## config.mk

```make
export PLATFORM = sky130hd
export DESIGN_NAME = multi_channel_frame_deframer_core
export DESIGN_NICKNAME = d
export VERILOG_FILES = /design/src/mcfd_pkg.sv /design/src/mcfd_framer.sv /design/src/mcfd_front_filter.sv /design/src/multi_channel_frame_deframer_core.sv
export SDC_FILE = /design/constraint.sdc
export NUM_CORES = 1
export LEC_CHECK = 0
export BUFFER_PORTS_ARGS = -buffer_cell sky130_fd_sc_hd__buf_2
export CAP_MARGIN = 20
export CORE_UTILIZATION = 51
export CTS_CLUSTER_DIAMETER = 200
export DETAILED_ROUTE_END_ITERATION = 8
export HOLD_SLACK_MARGIN = 0.08
export PLACE_DENSITY = 0.82
export SKIP_CTS_REPAIR_TIMING = 1
export SLEW_MARGIN = 20
export SYNTH_ARGS = -nofsm -noshare
export SYNTH_HDL_FRONTEND = slang
export SYNTH_HIERARCHICAL = 1
export SYNTH_SLANG_ARGS = --single-unit
export TNS_END_PERCENT = 20
```

## constraint.sdc

```tcl
create_clock -name clk -period 4.8 [get_ports clk]
set_input_delay 0.96 -clock clk [delete_from_list [all_inputs] [get_ports clk]]
set_output_delay 0.96 -clock clk [all_outputs]
set_load 0.03 [all_outputs]
```

## src/mcfd_pkg.sv

```systemverilog
// Shared constants and types of the multi-channel frame deframer.
package mcfd_pkg;

	localparam int unsigned CHAN_W      = 2;
	localparam int unsigned BYTE_W      = 8;
	localparam int unsigned PAYLOAD_LEN = 7;
	localparam int unsigned POS_W       = 4;
	localparam int unsigned LANE_W      = 3;

	localparam logic [BYTE_W-1:0] HDR_BYTE = 8'hFF;
	localparam logic [BYTE_W-1:0] FTR_BYTE = 8'hAA;

	// Frame position codes: hunting, payload slots 1 to 7, footer slot.
	localparam logic [POS_W-1:0] POS_HUNT   = 4'd0;
	localparam logic [POS_W-1:0] POS_LAST   = 4'd7;
	localparam logic [POS_W-1:0] POS_FOOTER = 4'd8;

	// Payload byte positions that carry meaning.
	localparam int unsigned PL_BALL_DIR  = 0;
	localparam int unsigned PL_BALL_DIST = 1;
	localparam int unsigned PL_GOAL_DIR  = 2;
	localparam int unsigned PL_GOAL_DIST = 3;
	localparam int unsigned PL_WALL      = 4;
	localparam int unsigned PL_FLAGS     = 5;
	localparam int unsigned PL_PROX      = 6;

	localparam int unsigned FLAG_YELLOW = 0;
	localparam int unsigned FLAG_FRONT  = 1;

	typedef logic [PAYLOAD_LEN-1:0][BYTE_W-1:0] payload_t;

	typedef struct packed {
		logic     done;
		payload_t payload;
	} frame_status_t;

endpackage

```

## src/mcfd_framer.sv

```systemverilog
// Per-channel header/payload/footer framer with its payload store.
module mcfd_framer
	import mcfd_pkg::*;
#(
	parameter int CHANNELS = 4
) (
	input  logic              clk,
	input  logic              arst_n,
	input  logic              item_valid,
	input  logic              step,
	input  logic [CHAN_W-1:0] channel,
	input  logic [BYTE_W-1:0] rx_byte,
	output frame_status_t     status
);

	localparam int CH_W = (CHANNELS > 1) ? $clog2(CHANNELS) : 1;

	logic [POS_W-1:0] pos_q     [CHANNELS];
	payload_t         payload_q [CHANNELS];

	logic [CH_W-1:0]   idx;
	logic              ch_ok;
	logic [POS_W-1:0]  pos;
	logic [POS_W-1:0]  pos_next;
	logic              storing;
	logic [LANE_W-1:0] lane;

	assign idx   = CH_W'(channel);
	assign ch_ok = (32'(channel) < 32'(CHANNELS));
	assign pos   = pos_q[idx];
	assign lane  = LANE_W'(pos - 4'd1);

	always_comb begin
		pos_next = pos;
		storing  = 1'b0;
		status.done    = 1'b0;
		status.payload = payload_q[idx];
		priority if (pos == POS_HUNT) begin
			if (rx_byte == HDR_BYTE) begin
				pos_next = 4'd1;
			end
		end else if (pos <= POS_LAST) begin
			storing  = 1'b1;
			pos_next = pos + 4'd1;
		end else begin
			// Footer slot: the frame ends here whatever the byte is.
			pos_next    = POS_HUNT;
			status.done = item_valid && ch_ok && (rx_byte == FTR_BYTE);
		end
	end

	always_ff @(posedge clk or negedge arst_n) begin
		if (!arst_n) begin
			for (int i = 0; i < CHANNELS; i++) begin
				pos_q[i] <= POS_HUNT;
			end
		end else if (step && ch_ok) begin
			pos_q[idx] <= pos_next;
		end
	end

	always_ff @(posedge clk) begin
		if (step && ch_ok && storing) begin
			payload_q[idx][lane] <= rx_byte;
		end
	end

endmodule

```

## src/mcfd_front_filter.sv

```systemverilog
// Per-channel all-of-last-N filter on the goal-front flag.
module mcfd_front_filter
	import mcfd_pkg::*;
#(
	parameter int CHANNELS     = 4,
	parameter int FILTER_DEPTH = 10
) (
	input  logic              clk,
	input  logic              arst_n,
	input  logic              write,
	input  logic [CHAN_W-1:0] channel,
	input  logic              front,
	output logic              all_set
);

	localparam int CH_W  = (CHANNELS > 1) ? $clog2(CHANNELS) : 1;
	localparam int PTR_W = (FILTER_DEPTH > 1) ? $clog2(FILTER_DEPTH) : 1;

	logic [FILTER_DEPTH-1:0] hist_q [CHANNELS];
	logic [PTR_W-1:0]        ptr_q  [CHANNELS];

	logic [CH_W-1:0]         idx;
	logic [PTR_W-1:0]        ptr;
	logic [PTR_W-1:0]        ptr_next;
	logic [FILTER_DEPTH-1:0] row_new;

	assign idx = CH_W'(channel);

	always_comb begin
		ptr = ptr_q[idx];
		if (32'(ptr) >= 32'(FILTER_DEPTH)) begin
			ptr = '0;
		end
		ptr_next = (32'(ptr) == 32'(FILTER_DEPTH - 1)) ? '0 : ptr + 1'b1;
		row_new      = hist_q[idx];
		row_new[ptr] = front;
		all_set      = &row_new;
	end

	always_ff @(posedge clk or negedge arst_n) begin
		if (!arst_n) begin
			for (int i = 0; i < CHANNELS; i++) begin
				hist_q[i] <= '0;
				ptr_q[i]  <= '0;
			end
		end else if (write) begin
			hist_q[idx] <= row_new;
			ptr_q[idx]  <= ptr_next;
		end
	end

endmodule

```

## src/multi_channel_frame_deframer_core.sv

```systemverilog
// Top level of the multi-channel frame deframer.
//
// The slave stream carries one received byte per word, tagged in s_tuser with
// the link it came from. Each link runs its own framer: it hunts for header
// 0xFF, stores seven payload bytes, and checks for footer 0xAA. A good frame
// produces one word on the master stream; a bad footer drops the frame
// silently. Words for links beyond CHANNELS are consumed and ignored.
// Every accepted word enters an input register; the framer, the goal-colour
// steering and the goal-front filter work on it there combinationally, and a
// finished frame is written into the output register, which drives m_tvalid.
// One word per cycle is taken in steady state, as long as no stall holds the
// input register.
// When the receiver stalls, a finished result waits in the output register
// while the input register keeps taking words; only a second result that
// meets a full output register holds the input register, and s_tready drops.
// Reset clears every framer to hunting, the filter histories to zero and both
// valid flags; the payload store is not cleared and needs no clearing.
module multi_channel_frame_deframer_core
	import mcfd_pkg::*;
#(
	parameter int CHANNELS     = 4,
	parameter int FILTER_DEPTH = 10
) (
	input  logic        clk,
	input  logic        arst_n,
	input  logic        s_tvalid,
	output logic        s_tready,
	input  logic [15:0] s_tdata,   // [7:0] rx_byte, [15:8] heading_byte
	input  logic [1:0]  s_tuser,   // [1:0] channel
	output logic        m_tvalid,
	input  logic        m_tready,
	// [7:0] ball_direction, [15:8] ball_distance, [23:16] wall_distance,
	// [31:24] proximity_value, [39:32] yellow_direction, [47:40] yellow_distance,
	// [55:48] blue_direction, [63:56] blue_distance, [64] front_filtered,
	// [72:65] reply_byte, [79:73] zero
	output logic [79:0] m_tdata,
	output logic [1:0]  m_tuser    // [1:0] frame_channel
);

	// Input register.
	logic              valid_s1;
	logic [CHAN_W-1:0] channel_s1;
	logic [BYTE_W-1:0] rx_byte_s1;
	logic [BYTE_W-1:0] heading_s1;

	// Output register.
	logic              out_valid_q;
	logic [79:0]       out_data_q;
	logic [CHAN_W-1:0] out_chan_q;

	frame_status_t status;
	logic          front_all;
	logic          out_free;
	logic          adv_s1;
	logic          yellow;
	logic [79:0]   result;

	// The input word leaves its register when it makes no result or when
	// the output register can take the result.
	assign out_free = !out_valid_q || m_tready;
	assign adv_s1   = valid_s1 && (!status.done || out_free);
	assign s_tready = !valid_s1 || adv_s1;

	always_ff @(posedge clk or negedge arst_n) begin
		if (!arst_n) begin
			valid_s1 <= 1'b0;
		end else if (s_tready) begin
			valid_s1 <= s_tvalid;
		end
	end

	always_ff @(posedge clk) begin
		if (s_tready && s_tvalid) begin
			channel_s1 <= s_tuser;
			rx_byte_s1 <= s_tdata[7:0];
			heading_s1 <= s_tdata[15:8];
		end
	end

	mcfd_framer #(
		.CHANNELS (CHANNELS)
	) u_framer (
		.clk        (clk),
		.arst_n     (arst_n),
		.item_valid (valid_s1),
		.step       (adv_s1),
		.channel    (channel_s1),
		.rx_byte    (rx_byte_s1),
		.status     (status)
	);

	mcfd_front_filter #(
		.CHANNELS     (CHANNELS),
		.FILTER_DEPTH (FILTER_DEPTH)
	) u_filter (
		.clk     (clk),
		.arst_n  (arst_n),
		.write   (adv_s1 && status.done),
		.channel (channel_s1),
		.front   (status.payload[PL_FLAGS][FLAG_FRONT]),
		.all_set (front_all)
	);

	// Goal direction and distance go to the colour named by the flag bit;
	// the other colour reads zero.
	assign yellow = status.payload[PL_FLAGS][FLAG_YELLOW];

	always_comb begin
		result        = '0;
		result[7:0]   = status.payload[PL_BALL_DIR];
		result[15:8]  = status.payload[PL_BALL_DIST];
		result[23:16] = status.payload[PL_WALL];
		result[31:24] = status.payload[PL_PROX];
		result[39:32] = yellow ? status.payload[PL_GOAL_DIR]  : 8'h00;
		result[47:40] = yellow ? status.payload[PL_GOAL_DIST] : 8'h00;
		result[55:48] = yellow ? 8'h00 : status.payload[PL_GOAL_DIR];
		result[63:56] = yellow ? 8'h00 : status.payload[PL_GOAL_DIST];
		result[64]    = front_all;
		// Scaling the heading to degrees and back is the identity.
		result[72:65] = heading_s1;
	end

	always_ff @(posedge clk or negedge arst_n) begin
		if (!arst_n) begin
			out_valid_q <= 1'b0;
		end else if (out_free) begin
			out_valid_q <= adv_s1 && status.done;
		end
	end

	always_ff @(posedge clk) begin
		if (out_free && adv_s1 && status.done) begin
			out_data_q <= result;
			out_chan_q <= channel_s1;
		end
	end

	assign m_tvalid = out_valid_q;
	assign m_tdata  = out_data_q;
	assign m_tuser  = out_chan_q;

	// A held input word keeps its channel until it moves on.
	a_s1_hold: assert property (@(posedge clk) disable iff (!arst_n)
		valid_s1 && !adv_s1 |=> valid_s1 && $stable(channel_s1))
		else $error("input register changed while held");

	// A new result only appears after a completed frame left the input register.
	a_out_source: assert property (@(posedge clk) disable iff (!arst_n)
		$rose(out_valid_q) |-> $past(adv_s1 && status.done))
		else $error("result without a completed frame");

	// A completed frame always belongs to a channel that exists.
	a_done_chan: assert property (@(posedge clk) disable iff (!arst_n)
		status.done |-> (32'(channel_s1) < 32'(CHANNELS)) && valid_s1)
		else $error("frame completed on a missing channel");

	// The payload of a frame is reported with the channel it was collected on.
	a_out_chan: assert property (@(posedge clk) disable iff (!arst_n)
		$rose(out_valid_q) |-> out_chan_q == $past(channel_s1))
		else $error("result carries the wrong channel");

endmodule

```

==> results of run 1 <==
-- worst min path at each step --
stage,endpoint,slack (ns)
after global routing,m_tdata[72]$_DFFE_PP_,0.42
after CTS,m_tdata[68]$_DFFE_PP_,0.42
final,m_tdata[68]$_DFFE_PP_,0.41
after floorplan,m_tdata[65]$_DFFE_PP_,0.40
after global placement,m_tdata[70]$_DFFE_PP_,0.40
after detailed placement,m_tdata[68]$_DFFE_PP_,0.41
-- area by class of cell --
class / count / area (um2) / share of cell area (%)
timing repair buffer: 117 / 658.1 / 4.036
sequential: 367 / 10650 / 65.31
antenna: 1 / 2.502 / 0.01535
multi-input combinational: 364 / 3243 / 19.89
clock inverter: 24 / 244.0 / 1.496
tap: 372 / 465.4 / 2.854
clock buffer: 45 / 1028 / 6.307
inverter: 4 / 15.01 / 0.09207
-- flip-flops by register name (all words and copies together) (netlist names) --
signal / flops
channel_s1: 2
heading_s1: 8
m_tdata: 73
m_tuser: 2
m_tvalid: 1
rx_byte_s1: 8
u_filter/hist_q: 40
u_filter/ptr_q: 16
u_framer/payload_q: 200
u_framer/pos_q: 16
valid_s1: 1
-- cell usage in the layout (no fill, tap or decap), drive strengths merged, types with 5 or more instances in the layout --
cell,count
edfxtp,293
nor2b,20
and2,18
buf,117
clkinv,11
nand3,5
mux2i,10
clkbuf,45
o21ai,69
mux4,68
nor3,5
nand2,81
nand2b,5
nor2,28
conb,7
dfrtp,74
inv,12
-- layer usage --
metal	vias to the layer above	wire length, um	global-route usage, %
li1	3236	-	-
met1	3646	11410	27.26
met2	300	12650	30.43
met3	58	1689	3.624
met4	0	635	6.640
met5	-	0	0
-- power by group --
part,switching (mW),internal [mW]
combinational,0.431,0.252
sequential,0.0541,3.61
clock,1.18,1.76
total,1.67,5.63
-- stage by stage --
step / cell area [um2] / util, %
3_3_place_gp: 15030 / 55.47
5_1_grt: 16300 / 60.16
4_1_cts: 16300 / 60.16
3_5_place_dp: 15030 / 55.47
2_1_floorplan: 14200 / -
6_report: 16310 / 60.17
==> results_tabular.tex, run 1 <==
\begin{tabular}{lr}
\hline
Metric & Value \\
\hline
\multicolumn{2}{l}{\textbf{Worst setup path}} \\
\quad Required time reported for the critical path endpoint & about 4.9 ns \\
\quad Crit path depth & 8 \\
\quad Cells along the critical path & buf\_4 -> mux4\_2 -> and4\_1 -> a21boi\_0 -> buf\_4 -> nor2b\_1 -> nand4\_1 -> nor2\_1 \\
\quad Number of cells on the worst reg-to-reg path & 8 \\
\quad Startpoint types & flip-flop \\
\quad Buffers plus inverters on the worst setup path & 2 \\
\quad Origin of the worst setup path & channel\_s1[0]\$\_DFFE\_PP\_ \\
\quad End point of the critical path & u\_framer/payload\_q[1][29]\$\_DFFE\_PP\_ \\
\quad Cell family with most CP delay & simple AND/OR/NAND/NOR gates \\
\quad CP Class & flip-flop to flip-flop \\
\quad Critical path data arrival time & about 3.8 ns \\
\quad Worst reg2reg path startpoint & channel\_s1[0]\$\_DFFE\_PP\_ \\
\quad Worst stage delay on the critical path & approximately 0.68 ns \\
\quad Cell occurring most often along the worst timing path & sky130\_fd\_sc\_hd\_\_buf\_4 \\
\quad Slowest cell on the critical path & sky130\_fd\_sc\_hd\_\_mux4\_2 \\
\quad Capturing point of the worst reg2reg path & u\_framer/payload\_q[1][29]\$\_DFFE\_PP\_ \\
\quad Worst reg2reg setup slack & around 1.1 ns \\
\quad Critical Path End Type & flip-flop \\
\quad Largest fanout of any net on the critical path & 20 \\
\multicolumn{2}{l}{\textbf{Clock tree}} \\
\quad Worst-case clock buffer depth & 3 \\
\quad Clock-pin slew of the registers on the worst-case setup and hold paths & $\sim$0.060 ns \\
\quad Number of buffers created by CTS & 38 \\
\quad TritonCTS clock tree & done \\
\quad Sink count of the clock tree & between 300 and 400 \\
\quad Root Buffer & sky130\_fd\_sc\_hd\_\_clkbuf\_16 \\
\quad Maximum level of the CTS H-tree & 2 \\
\quad Clk Latency, worst-skew pair & about 0.52 ns \\
\multicolumn{2}{l}{\textbf{Synth}} \\
\quad Cells after Synth & between 700 and 800 \\
\quad Count of warnings emitted by yosys & 6 \\
\quad Post-Synthesis Cell Area & between 10000 and 15000 um2 \\
\quad Mean Syn Cell Area & about 18 um2 \\
\multicolumn{2}{l}{\textbf{Detailed routing}} \\
\quad Number of remaining DRC errors & 0 \\
\quad Via density & approximately 5.6 \\
\quad Routed WL & $\sim$26 mm \\
\quad Post-detailed-route wirelength per cell & a little over 20 um \\
\quad Detailed-route via count & about 7200 \\
\quad Antenna viol nets, final & 0 \\
\quad First-pass DRT Iterations & 4 \\
\quad Drt initial violations & $\sim$480 \\
\multicolumn{2}{l}{\textbf{Place}} \\
\quad Global placer's final weighted congestion & 0.7736 \\
\quad Total instance count after detailed placement & around 1200 \\
\quad HPWL after DPL & around 16 mm \\
\quad Placement-stage worst setup slack & about 1.2 ns \\
\quad Count of port buffers added during placement & between 90 and 100 \\
\multicolumn{2}{l}{\textbf{Timing}} \\
\quad Max frequency & 274.0 MHz \\
\quad Slew at the pin closest to its max-slew limit & approximately 1.0 ns \\
\quad Final Skew & about 0.018 ns \\
\quad Final setup TNS & 0 ns \\
\quad Count of pins over their slew limit & 0 \\
\quad Hold Fails Final Rpt & 0 \\
\quad Final setup vio count & 0 \\
\quad Setup ws final & between 1 and 1.5 ns \\
\quad Worst relative slew slack & between 30 and 40\% \\
\quad Period Utilization, post-route & around three quarters \\
\quad Fin crit period & between 3 and 4 ns \\
\quad Min Hold Slack & 0.4142 ns \\
\quad Setup repair after global routing missed its margin & no \\
\multicolumn{2}{l}{\textbf{GRT}} \\
\quad Initial antenna violation count & 0 \\
\quad Largest net degree at the start of global routing & 73 \\
\quad Global-route wire length before repair & 41.43 mm \\
\quad Total routing resource utilization after global routing & 19.28\% \\
\quad Global-route congestion overflow total & 0 \\
\quad Via count of the first global-routing pass & 7316 \\
\multicolumn{2}{l}{\textbf{Floorplanning}} \\
\quad Initial Utilization & a little over half \\
\quad Number of placement rows & 60 \\
\quad Overall die height & about 170 um \\
\quad DIE AREA & roughly 28000 um2 \\
\quad Boundary pin count & approximately 110 \\
\quad Total core area & 27100 um2 \\
\quad Horizontal die dimension & $\sim$170 um \\
\multicolumn{2}{l}{\textbf{Run}} \\
\quad Reported max-cap violation count & 0 \\
\multicolumn{2}{l}{\textbf{Final layout}} \\
\quad Fill cells & 1911 \\
\quad Net count, final & between 900 and 1000 \\
\quad Non-filler cells in the finished layout & 1294 \\
\quad Fraction of layout cells with a size suffix above 1 & about 28\% \\
\quad Area added between synthesis and finish & 15.06\% \\
\multicolumn{2}{l}{\textbf{Status}} \\
\quad Status & completed \\
\multicolumn{2}{l}{\textbf{Pwr}} \\
\quad Post-layout power & roughly 7.3 mW \\
\quad Worst voltage drop across the vdd grid & approximately 0.32 mV \\
\quad Power density relative to cell area & $\sim$450 nW/um2 \\
\quad Total leakage power & roughly 5.8 nW \\
\multicolumn{2}{l}{\textbf{Hold path}} \\
\quad Min-delay src & heading\_s1[3]\$\_DFFE\_PP\_ \\
\quad HP Class & flip-flop to flip-flop \\
\quad Worst Hold Depth & 0 \\
\hline
\end{tabular}
Power figures use the tool's default switching activity.
==> run 2: changes to the inputs <==
--- a/config.mk
+++ b/config.mk
@@ -5,13 +5,14 @@
 export SDC_FILE = /design/constraint.sdc
 export NUM_CORES = 1
 export LEC_CHECK = 0
+export ABC_AREA = 1
 export BUFFER_PORTS_ARGS = -buffer_cell sky130_fd_sc_hd__buf_2
 export CAP_MARGIN = 20
 export CORE_UTILIZATION = 51
 export CTS_CLUSTER_DIAMETER = 200
 export DETAILED_ROUTE_END_ITERATION = 8
 export HOLD_SLACK_MARGIN = 0.08
-export PLACE_DENSITY = 0.82
+export PLACE_DENSITY = 0.79
 export SKIP_CTS_REPAIR_TIMING = 1
 export SLEW_MARGIN = 20
 export SYNTH_ARGS = -nofsm -noshare
==> constraint.sdc (replaced) <==
create_clock -name clk -period 3.5 [get_ports clk]
set_input_delay 0.7 -clock clk [delete_from_list [all_inputs] [get_ports clk]]
set_output_delay 0.7 -clock clk [all_outputs]
set_load 0.03 [all_outputs]
==> results_tabular.tex, run 2 <==
\begin{tabular}{lr}
\hline
Metric & Value \\
\hline
\multicolumn{2}{l}{\textbf{Timing}} \\
\quad Setup repair after global routing missed its margin & no \\
\quad Final Skew & between 0.02 and 0.025 ns \\
\quad Max frequency & around 320 MHz \\
\quad Min Hold Slack & roughly 0.19 ns \\
\quad Slew at the pin closest to its max-slew limit & around 0.81 ns \\
\quad Count of pins over their slew limit & 0 \\
\quad Hold Fails Final Rpt & 0 \\
\quad Final setup TNS & 0 ns \\
\quad Setup ws final & 0.3320 ns \\
\quad Final setup vio count & 0 \\
\quad Period Utilization, post-route & roughly 91\% \\
\quad Worst relative slew slack & 45.70\% \\
\quad Fin crit period & between 3 and 4 ns \\
\multicolumn{2}{l}{\textbf{Floorplanning}} \\
\quad Number of placement rows & between 60 and 70 \\
\quad Total core area & 28010 um2 \\
\quad Horizontal die dimension & about 170 um \\
\quad DIE AREA & about 29000 um2 \\
\quad Boundary pin count & $\sim$110 \\
\quad Overall die height & about 170 um \\
\quad Initial Utilization & 52.24\% \\
\multicolumn{2}{l}{\textbf{Final layout}} \\
\quad Reg with most FFs & u\_framer/payload\_q \\
\quad Antenna diode instance count & 0 \\
\quad Largest register FFs & 200 \\
\quad Post-route cell area & between 15000 and 20000 um2 \\
\quad Area added between synthesis and finish & 14.35\% \\
\quad Non-filler cells in the finished layout & between 1500 and 2000 \\
\quad Core occupancy in the finished layout & approximately three fifths \\
\quad Most common cell after layout, fill and taps aside & sky130\_fd\_sc\_hd\_\_nand2\_1 \\
\quad Fraction of layout cells with a size suffix above 1 & 18.83\% \\
\quad Highest-count cells in the layout ignoring fill and taps & 336 x sky130\_fd\_sc\_hd\_\_nand2\_1, 293 x sky130\_fd\_sc\_hd\_\_edfxtp\_1, 98 x sky130\_fd\_sc\_hd\_\_buf\_2 \\
\quad Net count, final & between 1000 and 1500 \\
\multicolumn{2}{l}{\textbf{Synth}} \\
\quad Count of warnings emitted by yosys & 6 \\
\quad Mean Syn Cell Area & roughly 12 um2 \\
\quad Cells after Synth & 1171 \\
\quad Post-Synthesis Cell Area & between 10000 and 15000 um2 \\
\multicolumn{2}{l}{\textbf{Pwr}} \\
\quad Power density relative to cell area & roughly 580 nW/um2 \\
\quad Post-layout power & 9.625 mW \\
\quad Worst voltage drop across the vdd grid & approximately 0.32 mV \\
\quad Total leakage power & roughly 6.7 nW \\
\multicolumn{2}{l}{\textbf{Detailed routing}} \\
\quad Detailed-route via count & roughly 9300 \\
\quad Post-detailed-route wirelength per cell & 17.62 um \\
\quad Via density & around 5.5 \\
\quad Number of remaining DRC errors & 0 \\
\quad Antenna viol nets, final & 0 \\
\quad Drt initial violations & roughly 830 \\
\quad First-pass DRT Iterations & 5 \\
\quad Routed WL & between 20 and 30 mm \\
\multicolumn{2}{l}{\textbf{GRT}} \\
\quad Total routing resource utilization after global routing & 20.68\% \\
\quad Global-route congestion overflow total & 0 \\
\quad Initial antenna violation count & 0 \\
\quad Largest net degree at the start of global routing & 75 \\
\quad Via count of the first global-routing pass & between 8000 and 9000 \\
\quad Global-route wire length before repair & $\sim$47 mm \\
\multicolumn{2}{l}{\textbf{Clock tree}} \\
\quad TritonCTS clock tree & done \\
\quad Clk Latency, worst-skew pair & roughly 0.52 ns \\
\quad Root Buffer & sky130\_fd\_sc\_hd\_\_clkbuf\_16 \\
\quad Number of buffers created by CTS & 38 \\
\quad Maximum level of the CTS H-tree & 2 \\
\quad Worst-case clock buffer depth & 3 \\
\quad Sink count of the clock tree & roughly 370 \\
\quad Clock-pin slew of the registers on the worst-case setup and hold paths & 0.06 ns \\
\multicolumn{2}{l}{\textbf{Run}} \\
\quad Reported max-cap violation count & 0 \\
\multicolumn{2}{l}{\textbf{Worst setup path}} \\
\quad Largest fanout of any net on the critical path & 15 \\
\quad Origin of the worst setup path & channel\_s1[1]\$\_DFFE\_PP\_ \\
\quad Startpoint types & flip-flop \\
\quad Critical path data arrival time & about 3.3 ns \\
\quad CP Class & flip-flop to flip-flop \\
\quad Slowest cell on the critical path & sky130\_fd\_sc\_hd\_\_nor3\_2 \\
\quad Required time reported for the critical path endpoint & roughly 3.6 ns \\
\quad Worst reg2reg setup slack & 0.33 ns \\
\quad Worst stage delay on the critical path & 0.72 ns \\
\quad Critical Path End Type & flip-flop \\
\quad Cells along the critical path & buf\_4 -> nand3\_1 -> nand2\_1 -> nor2\_2 -> nor2\_1 -> nand3\_1 -> nand2\_1 -> inv\_1 -> nand4\_2 -> nor3\_2 \\
\quad Worst reg2reg path startpoint & channel\_s1[1]\$\_DFFE\_PP\_ \\
\multicolumn{2}{l}{\textbf{Place}} \\
\quad Global placer's final weighted congestion & around 0.88 \\
\quad Count of port buffers added during placement & 98 \\
\quad Total instance count after detailed placement & between 1500 and 2000 \\
\quad Dpl cell area & $\sim$16000 um2 \\
\quad Placement-stage worst setup slack & between 0.4 and 0.5 ns \\
\quad HPWL after DPL & $\sim$18 mm \\
\multicolumn{2}{l}{\textbf{Hold path}} \\
\quad HP Class & input port to async pin \\
\multicolumn{2}{l}{\textbf{Status}} \\
\quad Status & completed \\
\hline
\end{tabular}
## run 2: path summary, 6_finish.rpt
path / endpoint / depth (start not counted)
worst max-delay path: u_framer/payload_q[3][22]$_DFFE_PP_ / 10
worst min-delay path: u_filter/hist_q[2]$_DFFE_PN0P_ / 2
worst max register to register: u_framer/payload_q[3][22]$_DFFE_PP_ / 10
worst min register to register: m_tdata[68]$_DFFE_PP_ / 0
max in group asynchronous: u_framer/pos_q[10]$_DFFE_PN0P_ / 2
min in group clk: heading_s1[3]$_DFFE_PP_ / 1
## run 2: routing by layer
metal / global-route usage, % / routed length [um]
met1: 27.10 / 12150
met5: 0 / 0
met2: 35.42 / 15030
met4: 6.599 / 664
met3: 3.290 / 2024
## run 2: worst max-delay path, delay by kind of cell, from the launching register on
family	cells	cell delay (ns)
DFF	1	0.54
buffers and inverters	2	0.44
and+or+nand+nor	8	1.80
## run 2: cell type report
type / count / area [um2]
sequential: 367 / 10650
inverter: 77 / 291.5
clock inverter: 17 / 132.6
tap: 378 / 473.0
timing repair buffer: 128 / 740.7
multi-input combinational: 680 / 3437
fill: 2126 / 11280
clock buffer: 48 / 1008
## run 2: where the power goes
part / internal, mW / leakage [nW] / switching (mW)
registers: 4.84 / 3.44 / 0.0458
logic: 0.271 / 2.72 / 0.782
clock network: 2.12 / 0.559 / 1.57
total: 7.23 / 6.72 / 2.40
